[config.mk]
export PLATFORM = sky130hd
export DESIGN_NAME = run_and_jibe_detector
export DESIGN_NICKNAME = d
export VERILOG_FILES = /design/src/hdl/rjd_pkg.sv /design/src/hdl/run_and_jibe_detector.sv
export SDC_FILE = /design/constraint.sdc
export NUM_CORES = 2
export LEC_CHECK = 0
export BUFFER_PORTS_ARGS = -buffer_cell sky130_fd_sc_hd__buf_2
export CAP_MARGIN = 30
export CELL_PAD_IN_SITES_DETAIL_PLACEMENT = 1
export CELL_PAD_IN_SITES_GLOBAL_PLACEMENT = 1
export CORE_ASPECT_RATIO = 0.75
export CORE_MARGIN = 3
export CORE_UTILIZATION = 47
export CTS_CLUSTER_SIZE = 10
export DETAILED_ROUTE_END_ITERATION = 8
export PLACE_DENSITY_LB_ADDON = 0.1
export SYNTH_ARGS = -nofsm -noshare
export SYNTH_HDL_FRONTEND = slang
export SYNTH_SLANG_ARGS = --single-unit
export TNS_END_PERCENT = 1
[constraint.sdc]
create_clock -name i_clk -period 9.74 [get_ports i_clk]
set_input_delay 1.948 -clock i_clk [delete_from_list [all_inputs] [get_ports i_clk]]
set_output_delay 1.948 -clock i_clk [all_outputs]
set_load 0.01 [all_outputs]
[src/hdl/rjd_pkg.sv]
// ----------------------------------------------------------------------------
// rjd_pkg: shared types and constants of the run and jibe detector
// Field widths, fixed-point constants, register indexes and sequencer states.
// ----------------------------------------------------------------------------
package rjd_pkg;

    // log index width kept for the last jibe sample
    localparam int INDEX_BITS = 16;

    // fixed-point mean: 27-bit heading plus 16 fraction bits, one guard bit
    localparam int FRAC_BITS = 16;
    localparam int HEAD_W    = 27;
    localparam int ACC_W     = 44;
    localparam int N_W       = 14;
    localparam int REM_W     = N_W + 1;
    localparam int CNT_W     = 6;

    // last bit position of the serial divider
    localparam logic [CNT_W-1:0] DIV_LAST = CNT_W'(ACC_W - 1);

    localparam logic signed [16:0] TURN         = 17'sd36000;
    localparam logic signed [17:0] UNWRAP_JUMP  = 18'sd30000;
    localparam logic signed [10:0] OFFSET_LIMIT = 11'sd1000;
    localparam logic [15:0]        COUNT_MAX    = 16'hffff;

    // configuration register indexes
    localparam logic [2:0] CFG_FIX_RATE      = 3'd0;
    localparam logic [2:0] CFG_RUN_DELAY     = 3'd1;
    localparam logic [2:0] CFG_MEAN_SECONDS  = 3'd2;
    localparam logic [2:0] CFG_MOVING_MIN    = 3'd3;
    localparam logic [2:0] CFG_STANDSTILL    = 3'd4;
    localparam logic [2:0] CFG_STRAIGHT_MAX  = 3'd5;
    localparam logic [2:0] CFG_JIBE_MIN      = 3'd6;

    // sequencer states
    typedef enum logic [2:0] {
        S_IDLE,
        S_PREP,
        S_DIFF,
        S_ABS,
        S_DIV,
        S_UPD,
        S_DEV,
        S_EVAL
    } t_state;

endpackage

[src/hdl/run_and_jibe_detector.sv]
// ----------------------------------------------------------------------------
// run_and_jibe_detector: run and jibe detection on a stream of GPS samples
// Unwraps the heading, keeps an exponential mean heading through a bit-serial
// divider and tracks speed and course state to count runs and jibes.
// ----------------------------------------------------------------------------
// Usage:
//   Input channel (i_in_valid / o_in_stall) carries heading, speed and log
//   index of one sample; a transfer happens when valid is high and stall low.
//   Output channel (o_out_valid / i_out_stall) returns one result per sample.
//   Configuration registers are written through i_cfg_we / i_cfg_index /
//   i_cfg_data, one register per cycle, while no sample is in flight.
// Operation:
//   The mean update divides by mean_seconds times the fix rate with a
//   restoring divider that retires one quotient bit per cycle over 44 bits.
//   Each sample passes the prep, difference, absolute, divide, update,
//   deviation and final steps; its result is registered in the final step
//   and the next sample is taken only after that, in the following cycle.
// Reset:
//   A synchronous low i_rst_n returns all configuration registers to their
//   defaults, clears the heading, mean and counter state and sets the last
//   jibe index to -1. The output register is a stage of its own: while the
//   receiver stalls, the held result stays and the next sample is still
//   taken; only the final step of that sample waits for the register to free.
// ----------------------------------------------------------------------------
module run_and_jibe_detector (
    input  logic                                i_clk,
    input  logic                                i_rst_n,
    // configuration
    input  logic                                i_cfg_we,
    input  logic [2:0]                          i_cfg_index,
    input  logic [15:0]                         i_cfg_data,
    // sample input
    input  logic                                i_in_valid,
    output logic                                o_in_stall,
    input  logic [15:0]                         i_heading_in,
    input  logic [15:0]                         i_speed_in,
    input  logic [15:0]                         i_sample_index,
    // result output
    output logic                                o_out_valid,
    input  logic                                i_out_stall,
    output logic signed [rjd_pkg::HEAD_W-1:0]   o_unwrapped_heading,
    output logic signed [rjd_pkg::HEAD_W-1:0]   o_mean_heading_out,
    output logic [15:0]                         o_run_number,
    output logic                                o_run_started,
    output logic [15:0]                         o_jibe_number,
    output logic                                o_jibe_now,
    output logic signed [rjd_pkg::INDEX_BITS:0] o_last_jibe_sample
);

    // configuration registers
    logic [5:0]  r_fix_rate;
    logic [5:0]  r_run_delay;
    logic [7:0]  r_mean_seconds;
    logic [15:0] r_moving_min;
    logic [15:0] r_standstill_max;
    logic [15:0] r_straight_max;
    logic [15:0] r_jibe_min;

    // sequencer
    rjd_pkg::t_state r_state, n_state;
    logic            in_xfer;
    logic            out_free;
    logic            eval_done;

    // sample state
    logic [15:0]                       r_prev_heading;
    logic signed [10:0]                r_turn_offset;
    logic signed [rjd_pkg::ACC_W-1:0]  r_acc;
    logic                              r_was_fast;
    logic                              r_stop_after_fast;
    logic                              r_straight;
    logic [15:0]                       r_delay_count;
    logic [15:0]                       r_run_count;
    logic [15:0]                       r_jibe_count;
    logic signed [rjd_pkg::INDEX_BITS:0] r_last_jibe;

    // per-sample working registers
    logic [15:0]                       r_hin;
    logic [15:0]                       r_speed;
    logic [15:0]                       r_index;
    logic signed [rjd_pkg::HEAD_W-1:0] r_heading;
    logic [rjd_pkg::N_W-1:0]           r_n;
    logic signed [rjd_pkg::ACC_W-1:0]  r_diff;
    logic                              r_neg;
    logic [rjd_pkg::ACC_W-1:0]         r_div;
    logic [rjd_pkg::REM_W-1:0]         r_rem;
    logic [rjd_pkg::CNT_W-1:0]         r_count;

    // output register
    logic                              r_out_valid;
    logic signed [rjd_pkg::HEAD_W-1:0] r_out_heading;
    logic signed [rjd_pkg::HEAD_W-1:0] r_out_mean;
    logic [15:0]                       r_out_runs;
    logic                              r_out_started;
    logic [15:0]                       r_out_jibes;
    logic                              r_out_jibe_now;
    logic signed [rjd_pkg::INDEX_BITS:0] r_out_last_jibe;

    // unwrap step on the incoming heading
    logic signed [17:0] head_step;
    assign head_step = $signed({2'b00, i_heading_in}) - $signed({2'b00, r_prev_heading});

    // heading scaled to the mean's fixed-point format
    logic signed [rjd_pkg::ACC_W-1:0] hfix;
    assign hfix = {r_heading[rjd_pkg::HEAD_W-1], r_heading, {rjd_pkg::FRAC_BITS{1'b0}}};

    // mean time constant in samples; r_n takes one in its place when it is zero
    logic [rjd_pkg::N_W-1:0] n_prod;
    assign n_prod = rjd_pkg::N_W'(r_mean_seconds) * rjd_pkg::N_W'(r_fix_rate);

    // one restoring divider step
    logic [rjd_pkg::REM_W-1:0] rem_shift;
    logic                      rem_ge;
    assign rem_shift = {r_rem[rjd_pkg::REM_W-2:0], r_div[rjd_pkg::ACC_W-1]};
    assign rem_ge    = rem_shift >= {1'b0, r_n};

    // state register
    always_ff @(posedge i_clk) begin
        if (!i_rst_n) begin
            r_state <= rjd_pkg::S_IDLE;
        end else begin
            r_state <= n_state;
        end
    end

    // next state and handshake
    always_comb begin
        n_state    = r_state;
        o_in_stall = 1'b1;
        in_xfer    = 1'b0;
        eval_done  = 1'b0;
        unique case (r_state)
            rjd_pkg::S_IDLE: begin
                o_in_stall = 1'b0;
                in_xfer    = i_in_valid;
                if (i_in_valid) n_state = rjd_pkg::S_PREP;
            end
            rjd_pkg::S_PREP: n_state = rjd_pkg::S_DIFF;
            rjd_pkg::S_DIFF: n_state = rjd_pkg::S_ABS;
            rjd_pkg::S_ABS:  n_state = rjd_pkg::S_DIV;
            rjd_pkg::S_DIV: begin
                if (r_count == rjd_pkg::DIV_LAST) n_state = rjd_pkg::S_UPD;
            end
            rjd_pkg::S_UPD:  n_state = rjd_pkg::S_DEV;
            rjd_pkg::S_DEV:  n_state = rjd_pkg::S_EVAL;
            rjd_pkg::S_EVAL: begin
                if (out_free) begin
                    eval_done = 1'b1;
                    n_state   = rjd_pkg::S_IDLE;
                end
            end
            default: n_state = rjd_pkg::S_IDLE;
        endcase
    end

    // configuration writes
    always_ff @(posedge i_clk) begin
        if (!i_rst_n) begin
            r_fix_rate       <= 6'd10;
            r_run_delay      <= 6'd2;
            r_mean_seconds   <= 8'd15;
            r_moving_min     <= 16'd750;
            r_standstill_max <= 16'd200;
            r_straight_max   <= 16'd1000;
            r_jibe_min       <= 16'd5000;
        end else if (i_cfg_we) begin
            unique case (i_cfg_index)
                rjd_pkg::CFG_FIX_RATE:     r_fix_rate       <= i_cfg_data[5:0];
                rjd_pkg::CFG_RUN_DELAY:    r_run_delay      <= i_cfg_data[5:0];
                rjd_pkg::CFG_MEAN_SECONDS: r_mean_seconds   <= i_cfg_data[7:0];
                rjd_pkg::CFG_MOVING_MIN:   r_moving_min     <= i_cfg_data;
                rjd_pkg::CFG_STANDSTILL:   r_standstill_max <= i_cfg_data;
                rjd_pkg::CFG_STRAIGHT_MAX: r_straight_max   <= i_cfg_data;
                rjd_pkg::CFG_JIBE_MIN:     r_jibe_min       <= i_cfg_data;
                default: ;
            endcase
        end
    end

    // course and counter decisions of the final step
    logic        fast, stop, restart;
    logic        is_straight, is_jibe;
    logic        n_was_fast, n_stop_after_fast, n_straight;
    logic [15:0] n_delay_count, n_run_count, n_jibe_count;
    logic        n_started;
    logic [15:0] run_target;
    logic [rjd_pkg::ACC_W-1:0] straight_lim, jibe_lim;

    assign straight_lim = {12'd0, r_straight_max, {rjd_pkg::FRAC_BITS{1'b0}}};
    assign jibe_lim     = {12'd0, r_jibe_min, {rjd_pkg::FRAC_BITS{1'b0}}};
    assign run_target   = 16'(r_run_delay) * 16'(r_fix_rate);

    always_comb begin
        fast              = r_speed > r_moving_min;
        stop              = r_speed < r_standstill_max;
        n_was_fast        = r_was_fast | fast;
        n_stop_after_fast = r_stop_after_fast | (stop & n_was_fast);
        n_straight        = r_straight;
        n_delay_count     = r_delay_count;
        n_jibe_count      = r_jibe_count;
        n_run_count       = r_run_count;
        n_started         = 1'b0;
        restart           = n_stop_after_fast & fast;
        // restart from standstill
        if (restart) begin
            n_stop_after_fast = 1'b0;
            n_was_fast        = 1'b0;
            n_straight        = 1'b0;
            n_delay_count     = (r_run_delay != 6'd0)
                              ? 16'(r_run_delay - 6'd1) * 16'(r_fix_rate) : 16'd0;
        end
        // r_div holds the deviation magnitude here
        is_straight = (r_div < straight_lim) & fast;
        if (is_straight) n_straight = 1'b1;
        is_jibe = (r_div > jibe_lim) & n_straight;
        if (is_jibe) begin
            n_straight    = 1'b0;
            n_delay_count = 16'd0;
            if (r_jibe_count != rjd_pkg::COUNT_MAX) n_jibe_count = r_jibe_count + 16'd1;
        end
        // delay count and run start
        if (n_delay_count != rjd_pkg::COUNT_MAX) n_delay_count = n_delay_count + 16'd1;
        if (n_delay_count == run_target) begin
            n_started = 1'b1;
            if (r_run_count != rjd_pkg::COUNT_MAX) n_run_count = r_run_count + 16'd1;
        end
    end

    // persistent sample state
    always_ff @(posedge i_clk) begin
        if (!i_rst_n) begin
            r_prev_heading    <= 16'd0;
            r_turn_offset     <= 11'sd0;
            r_acc             <= '0;
            r_was_fast        <= 1'b0;
            r_stop_after_fast <= 1'b0;
            r_straight        <= 1'b0;
            r_delay_count     <= 16'd0;
            r_run_count       <= 16'd0;
            r_jibe_count      <= 16'd0;
            r_last_jibe       <= '1;
        end else begin
            // turn counting on large heading jumps
            if (in_xfer) begin
                r_prev_heading <= i_heading_in;
                if (head_step > rjd_pkg::UNWRAP_JUMP && r_turn_offset > -rjd_pkg::OFFSET_LIMIT)
                    r_turn_offset <= r_turn_offset - 11'sd1;
                else if (head_step < -rjd_pkg::UNWRAP_JUMP
                         && r_turn_offset < rjd_pkg::OFFSET_LIMIT)
                    r_turn_offset <= r_turn_offset + 11'sd1;
            end
            // apply the truncated mean step
            if (r_state == rjd_pkg::S_UPD) begin
                r_acc <= r_neg ? r_acc - $signed(r_div) : r_acc + $signed(r_div);
            end
            if (eval_done) begin
                r_was_fast        <= n_was_fast;
                r_stop_after_fast <= n_stop_after_fast;
                r_straight        <= n_straight;
                r_delay_count     <= n_delay_count;
                r_run_count       <= n_run_count;
                r_jibe_count      <= n_jibe_count;
                if (is_jibe)
                    r_last_jibe <= $signed({1'b0, rjd_pkg::INDEX_BITS'(r_index)});
            end
        end
    end

    // working datapath: heading, difference, serial divider, deviation
    always_ff @(posedge i_clk) begin
        if (!i_rst_n) begin
            r_count <= '0;
        end else begin
            case (r_state)
                rjd_pkg::S_IDLE: begin
                    r_hin   <= i_heading_in;
                    r_speed <= i_speed_in;
                    r_index <= i_sample_index;
                end
                rjd_pkg::S_PREP: begin
                    r_heading <= r_turn_offset * rjd_pkg::TURN + $signed({1'b0, r_hin});
                    r_n       <= (n_prod == '0) ? rjd_pkg::N_W'(1) : n_prod;
                end
                rjd_pkg::S_DIFF: begin
                    r_diff <= hfix - r_acc;
                end
                rjd_pkg::S_ABS: begin
                    r_neg   <= r_diff[rjd_pkg::ACC_W-1];
                    r_div   <= r_diff[rjd_pkg::ACC_W-1] ? unsigned'(-r_diff) : unsigned'(r_diff);
                    r_rem   <= '0;
                    r_count <= '0;
                end
                rjd_pkg::S_DIV: begin
                    // one quotient bit per cycle, quotient shifts in behind the dividend
                    r_rem   <= rem_ge ? rem_shift - {1'b0, r_n} : rem_shift;
                    r_div   <= {r_div[rjd_pkg::ACC_W-2:0], rem_ge};
                    r_count <= r_count + rjd_pkg::CNT_W'(1);
                end
                rjd_pkg::S_UPD: begin
                    r_diff <= r_diff;
                end
                rjd_pkg::S_DEV: begin
                    // deviation magnitude of the updated mean
                    r_div <= (r_acc < hfix) ? unsigned'(hfix - r_acc) : unsigned'(r_acc - hfix);
                end
                default: ;
            endcase
        end
    end

    // output register
    assign out_free = !r_out_valid || !i_out_stall;

    always_ff @(posedge i_clk) begin
        if (!i_rst_n) begin
            r_out_valid <= 1'b0;
        end else if (eval_done) begin
            r_out_valid <= 1'b1;
        end else if (!i_out_stall) begin
            r_out_valid <= 1'b0;
        end
    end

    always_ff @(posedge i_clk) begin
        if (eval_done) begin
            r_out_heading   <= r_heading;
            r_out_mean      <= rjd_pkg::HEAD_W'(r_acc >>> rjd_pkg::FRAC_BITS);
            r_out_runs      <= n_run_count;
            r_out_started   <= n_started;
            r_out_jibes     <= n_jibe_count;
            r_out_jibe_now  <= is_jibe;
            r_out_last_jibe <= is_jibe ? $signed({1'b0, rjd_pkg::INDEX_BITS'(r_index)})
                                       : r_last_jibe;
        end
    end

    assign o_out_valid         = r_out_valid;
    assign o_unwrapped_heading = r_out_heading;
    assign o_mean_heading_out  = r_out_mean;
    assign o_run_number        = r_out_runs;
    assign o_run_started       = r_out_started;
    assign o_jibe_number       = r_out_jibes;
    assign o_jibe_now          = r_out_jibe_now;
    assign o_last_jibe_sample  = r_out_last_jibe;

`ifndef SYNTHESIS
    // turn offset never leaves its saturation range
    a_offset_range: assert property (@(posedge i_clk) disable iff (!i_rst_n)
        r_turn_offset <= rjd_pkg::OFFSET_LIMIT && r_turn_offset >= -rjd_pkg::OFFSET_LIMIT)
        else $error("turn offset out of range");

    // a new result only appears out of the final step
    a_out_source: assert property (@(posedge i_clk) disable iff (!i_rst_n)
        $rose(o_out_valid) |-> $past(r_state == rjd_pkg::S_EVAL))
        else $error("result without final step");

    // divider leaves after exactly one pass over the dividend
    a_div_count: assert property (@(posedge i_clk) disable iff (!i_rst_n)
        (r_state == rjd_pkg::S_DIV && r_count == rjd_pkg::DIV_LAST)
        |=> r_state == rjd_pkg::S_UPD)
        else $error("divider pass length wrong");

    // remainder stays below the divisor
    a_rem_bound: assert property (@(posedge i_clk) disable iff (!i_rst_n)
        r_state == rjd_pkg::S_DIV |-> r_rem < {1'b0, r_n})
        else $error("divider remainder out of range");

    // a reported jibe always carries a valid index
    a_jibe_index: assert property (@(posedge i_clk) disable iff (!i_rst_n)
        (o_out_valid && o_jibe_now) |-> (!o_last_jibe_sample[rjd_pkg::INDEX_BITS]
                                         && o_jibe_number != 16'd0))
        else $error("jibe reported without index");
`endif

endmodule

# Yosys cells after proc, flatten, opt, wreduce, memory -nomap -nowiden
# Index checks and enable logic that the tools add are counted.
totals:
  ramBits: 0
  n_memories: 0
  romBits: 0
  latch_bits: 0
  input_bits: 72
  register_bits: 530
op_classes:
  n_eq_ne: 22
  div_mod_pow: 0
  addsub: 15
  mul: 4
  bitwise_logic: 6
  n_reduce_logical: 27
  shifts: 0
  mux: 34
  n_lt_le_gt_ge: 10
ops:
  columns: ["operator", "count"]
  rows:
  - ["$mux 44", 3]
  - ["$pmux 44 s3", 1]
  - ["$mux 16", 8]
  - ["$add 16x1->16 const B", 3]
  - ["$ne 16x16->1 const B", 3]
  - ["$add 44x44->44", 1]
  - ["$gt 44x32->1", 1]
  - ["$lt 44x32->1", 1]
  - ["$lt 44x43->1", 1]
  - ["$neg 44->44", 1]
  - ["$sub 43x44->44", 1]
  - ["$sub 44x43->44", 1]
  - ["$sub 44x44->44", 1]
  - ["$pmux 14 s2", 1]
  - ["$reduce_and 2->1", 14]
  - ["$add 27x17->27", 1]
  - ["$pmux 3 s8", 1]
  - ["$mul 11x12->22 const B", 1]
  - ["$mux 11", 2]
  - ["$eq 3x3->1 const B", 7]
  - ["$gt 17x16->1 const B", 1]
  - ["$lt 17x16->1 const B", 1]
  - ["$mux 17", 1]
  - ["$sub 16x16->17", 1]
  - ["34 further kinds", 61]

# Logic depth before layout (Yosys ltp)
logic_depth:
  ltp_word: 13
  ltp_mapped: 30
  mapped_depth_nobuf: 27

# Worst setup path before layout
# OpenSTA, ideal clock, no wires.
synth_timing:
  path_type: "register to register"
  start: "register r_run_delay[2]"
  end: "register r_out_runs[1], in the netlist o_run_number[1] (data pin)"
  arrival_time_ns: 7.369
  t_required_ns: 9.480
  stages_incl_launch_ff: 29
  n_path_buf: 2
  synth_period_minus_slack_ns: 7.630
  setup_slack_ns: 2.110
  path_cell_list: "dfxtp_1 > clkbuf_1 > nor3_1 > nor3b_1 > xnor2_1 > nor2b_1 > fa_1 > inv_1 > fa_1 > inv_1 > fa_1 > inv_1 > fa_1 > inv_1 > ha_1 > or2_2 > or3_1 > o22ai_1 > mux2i_1 > or4_1 > mux2i_1 > nand4_2 > or4_1 > a32oi_1 > o2111ai_1 > or4_1 > buf_2 > or3_4 > mux2_4"
synth_via:
  elab_chain_len: 9
synth_rtl:
  columns: ["element", "line", "source"]
  rows:
  - ["start: declaration", "run_and_jibe_detector.sv:52", "logic [5:0] r_run_delay;"]
  - ["start signal: assignment", "run_and_jibe_detector.sv:169", "rjd_pkg::CFG_RUN_DELAY: r_run_delay <= i_cfg_data[5:0];"]
  - ["$sub 6x1->7", "run_and_jibe_detector.sv:210", "? 16'(r_run_delay - 6'd1) * 16'(r_fix_rate) : 16'd0;"]
  - ["$mul 7x7->14", "run_and_jibe_detector.sv:210", null]
  - ["$mux 16", "run_and_jibe_detector.sv:210", null]
  - ["$mux 16", "run_and_jibe_detector.sv:205", "if (restart) begin"]
  - ["$mux 16", "run_and_jibe_detector.sv:216", "if (is_jibe) begin"]
  - ["$add 16x1->16 / $ne 16x16->1 (equally long branches)", "run_and_jibe_detector.sv:222", "if (n_delay_count != rjd_pkg::COUNT_MAX) n_delay_count = n_delay_count + 16'd1;"]
  - ["$mux 16", "run_and_jibe_detector.sv:222", null]
  - ["$eq 16x12->1 *", "run_and_jibe_detector.sv:223", "if (n_delay_count == run_target) begin"]
  - ["$mux 16 *", "run_and_jibe_detector.sv:223", null]
  - ["net n_run_count[1]", "run_and_jibe_detector.sv:184", "logic [15:0] n_delay_count, n_run_count, n_jibe_count;"]
  - ["end signal: assignment", "run_and_jibe_detector.sv:328", "r_out_runs <= n_run_count;"]
  - ["end: declaration", "run_and_jibe_detector.sv:93", "logic [15:0] r_out_runs;"]
# Mark *: on every way through the listed nets, which the timed path passes. The rest lies on a longest branch.
# A chain may end at the register's enable or synchronous reset.

# Worst setup path in the final report
layout_timing:
  start: "register r_run_delay[0]"
  end: "register r_out_runs[15], in the netlist o_run_number[15] (data pin)"
# Same word-level chain as after synthesis.

==> flow_summary.toml <==
[detailed_routing]
wl_um = 122000
dr_total_vias = 32500
vias_per_cell = 5.78
dr.pass1.iters = 5
drt-wirelength-per-cell_um = 21.6
ant_nets = 0
drt-initial-drc-count = 2245
drc = 0

[sta]
fmax_mhz = 109
period_minus_slack_ns = 9.20
setup_viol = 0
worstMarginPinSlew_ns = 0.994
fin_setup_tns_ns = 0
final_max_slew_viol_count = 0
fin_ws_ns = 0.539
rsz0062_at_grt = "no"
timing.final.crit_share = 0.945
skew_ns = 0.0433
worst_hold_slack_ns = 0.423
slew_headroom = 0.336
hold_viol_final = 0

[synthesis]
synth_cell_type_count = 92
synth-edff-count = 297
synthFlopType = "edfxtp_1"
ys_ff_latch = 530
synth_area_um2 = 38900
synth.avg_cell_area_um2 = 8.90
ys_async_sr_fraction = 0
syn_inst = 4366
synthesis.nets = 4907
ys.warnings.count = 0
yosysSeqAreaShare = 0.349

[floorplanning]
dieArea_um2 = 86200
die_width_um = 338
start_util = 0.479
boundaryPins = 179
rows = 90
die_h_um = 255
core_area_um2 = 81200

[critical_path]
startpoint_type = "flop"
slowest_delay_ns = 0.80
cp_common_cell = "inv_1"
r2r_cells = 28
path_max_fanout = 24
cp-end-kind = "flop"
crit_arrival_ns = 9.58
slowest_stage = "or4_1"
crit_required_ns = 10.12
critPathKind = "flop to flop"

[power_and_ir_drop]
pwr-share-comb = 0.218
power_frac_seq = 0.402
swShare = 0.315
p_per_area_nw_per_um2 = 149
p_leak_nw = 18.0
ir_drop_v = 0.000157
clkPwrFrac = 0.380
intPower_w = 0.00438
p_switching_w = 0.00201

[clock_tree]
clock_sinks = 530
root_buffer = "clkbuf_16"
cts_buffers = 66
post_cts_buffers = 0
htreeDepth = 3
max-clock-path-buffers = 3
clk_latency_ns = 0.65
cts_tree = "built"
cts_hold_buf = 0
clk_pin_slew_ns = 0.06

[hold_path]
worstHoldPathCells = 0
hold_class = "flop to flop"

[flow_run]
max_cap_violations = 0

[final_layout]
nets = 5013
syn2layout_area_growth_pct = 10.5
final_layout_size_suffix_gt1_frac = 0.0829
final_core_util = 0.529
finalInstanceArea_um2 = 43000

[grt]
antenna_found_initial = 5
grtUsageTotal = 0.279
grt_pass1_vias = 32800
grt_start_max_net_pins = 78
grt-ovfl-total = 0
grt_pass1_wl_um = 192000

[place]
place_area_um2 = 40900
port_buffers = 178
dp.final_hpwl_um = 91200
place_worst_setup_slack_ns = 0.710
place_congestion = 0.920

[run_status]
status = "complete, no violations"
-- worst paths after layout --
check | from | end | slack (ns)
worst max-delay path | r_run_delay[0] | o_run_number[15] | 0.54
worst min-delay path | r_hin[1] | r_heading[1] | 0.42
worst max register to register | r_run_delay[0] | o_run_number[15] | 0.54
worst min register to register | r_hin[1] | r_heading[1] | 0.42
-- registers in the layout (all words and copies together), names as in the netlist, 17 cells and up, named ones only --
name,flops
r_acc,44
r_diff,44
r_div,44
o_mean_heading_out,27
o_unwrapped_heading,27
r_heading,27
o_last_jibe_sample,17
r_last_jibe,17
-- critical path, delay by kind of cell (launching register included) --
kind	cells	cell delay, ns
adders and majority gates	6	2.68
and+or+nand+nor	9	2.69
DFF	1	0.60
xor gates and xnor gates	2	0.59
AOI/OAI and AO/OA	3	0.89
muxes	2	0.75
buffers and inverters	6	0.72
-- power groups by stage --
stage | Combinational (W) | Clock, W | Sequential [W]
2_1_floorplan | 0.00101 | 0 | 0.00258
3_3_place_gp | 0.00132 | 0 | 0.00261
3_5_place_dp | 0.00137 | 0 | 0.00262
4_1_cts | 0.00140 | 0.00248 | 0.00257
5_1_grt | 0.00158 | 0.00256 | 0.00258
6_report | 0.00139 | 0.00243 | 0.00257
-- routing by layer --
metal	up-vias	track usage	part of all wire
li1	15400	-	-
met1	16200	0.423	0.50
met2	745	0.421	0.42
met3	115	0.0444	0.063
met4	8	0.0505	0.015
met5	-	0	0.00036
-- final cells by class --
| cell class | instances | area (µm²) |
|---|---|---|
| Fill cell | 9424 | 38200 |
| Multi-Input combinational cell | 3245 | 23100 |
| Sequential cell | 530 | 13600 |
| Clock buffer | 106 | 1840 |
| Inverter | 409 | 1550 |
| Tap cell | 1104 | 1380 |
| Timing Repair Buffer | 220 | 1250 |
| Clock inverter | 15 | 253 |
| Antenna cell | 1 | 2.50 |
-- through the flow --
stage	std cells	total power (W)
6_report	5630	0.00639
3_3_place_gp	5504	0.00394
3_5_place_dp	5508	0.00399
4_1_cts	5629	0.00644
5_1_grt	5629	0.00672
2_1_floorplan	4366	0.00359
-- cells in the final DEF (no fill, tap or decap), types with 37 or more instances in the layout --
| cell type | synthesis | final |
|---|---|---|
| a211oi_1 | 44 | 43 |
| a21o_1 | 62 | 62 |
| a21oi_1 | 337 | 337 |
| and2_1 | 79 | 79 |
| buf_2 | 6 | 177 |
| buf_4 | 2 | 40 |
| clkbuf_1 | 153 | 37 |
| clkbuf_16 | 0 | 67 |
| dfxtp_1 | 233 | 232 |
| edfxtp_1 | 297 | 297 |
| fa_1 | 100 | 100 |
| ha_1 | 369 | 369 |
| inv_1 | 407 | 406 |
| mux2i_1 | 66 | 66 |
| nand2_1 | 560 | 560 |
| nand2b_1 | 49 | 47 |
| nand3_1 | 112 | 112 |
| nor2_1 | 270 | 269 |
| nor2b_1 | 60 | 60 |
| nor3_1 | 85 | 84 |
| o211ai_1 | 44 | 44 |
| o21ai_0 | 161 | 161 |
| or3_1 | 43 | 43 |
| xnor2_1 | 219 | 219 |
| xor2_1 | 94 | 94 |
-- cells in the mapped netlist (43+ instances only) --
| cell | count | area, µm² |
|---|---|---|
| nor3_1 | 85 | 425 |
| nand2b_1 | 49 | 307 |
| mux2i_1 | 66 | 661 |
| dfxtp_1 | 233 | 4660 |
| or3_1 | 43 | 269 |
| a21o_1 | 62 | 465 |
| edfxtp_1 | 297 | 8920 |
| a211oi_1 | 44 | 330 |
| xnor2_1 | 219 | 1920 |
| fa_1 | 100 | 2000 |
| o21ai_0 | 161 | 806 |
| a21oi_1 | 337 | 1690 |
| clkbuf_1 | 153 | 574 |
| xor2_1 | 94 | 823 |
| o211ai_1 | 44 | 330 |
| nand3_1 | 112 | 561 |
| inv_1 | 407 | 1530 |
| ha_1 | 369 | 4620 |
| and2_1 | 79 | 494 |
| nor2_1 | 270 | 1010 |
| nor2b_1 | 60 | 375 |
| nand2_1 | 560 | 2100 |
-- logic make-up (layout without fill, tap and decap cells) --
family                   Yosys count  count (layout)  share of synthesized area
adder cells (fa/ha/maj)          469             469                      0.170
AO/OA/AOI/OAI                    921             921                      0.150
XOR/XNOR                         315             315                     0.0717
other                              0               1                          0
buffers and inverters            591             750                     0.0574
AND/OR/NAND/NOR                 1460            1460                      0.180
flip-flops                       530             530                      0.349
multiplexers                      80              80                     0.0211
-- repair_timing --
item | CTS | global route
hold endpoints to repair | 0 | 0
endpoints found under the setup margin | 0 | 1
resized for setup | 0 | 1
No activity file was read; power rests on OpenSTA's default activity.
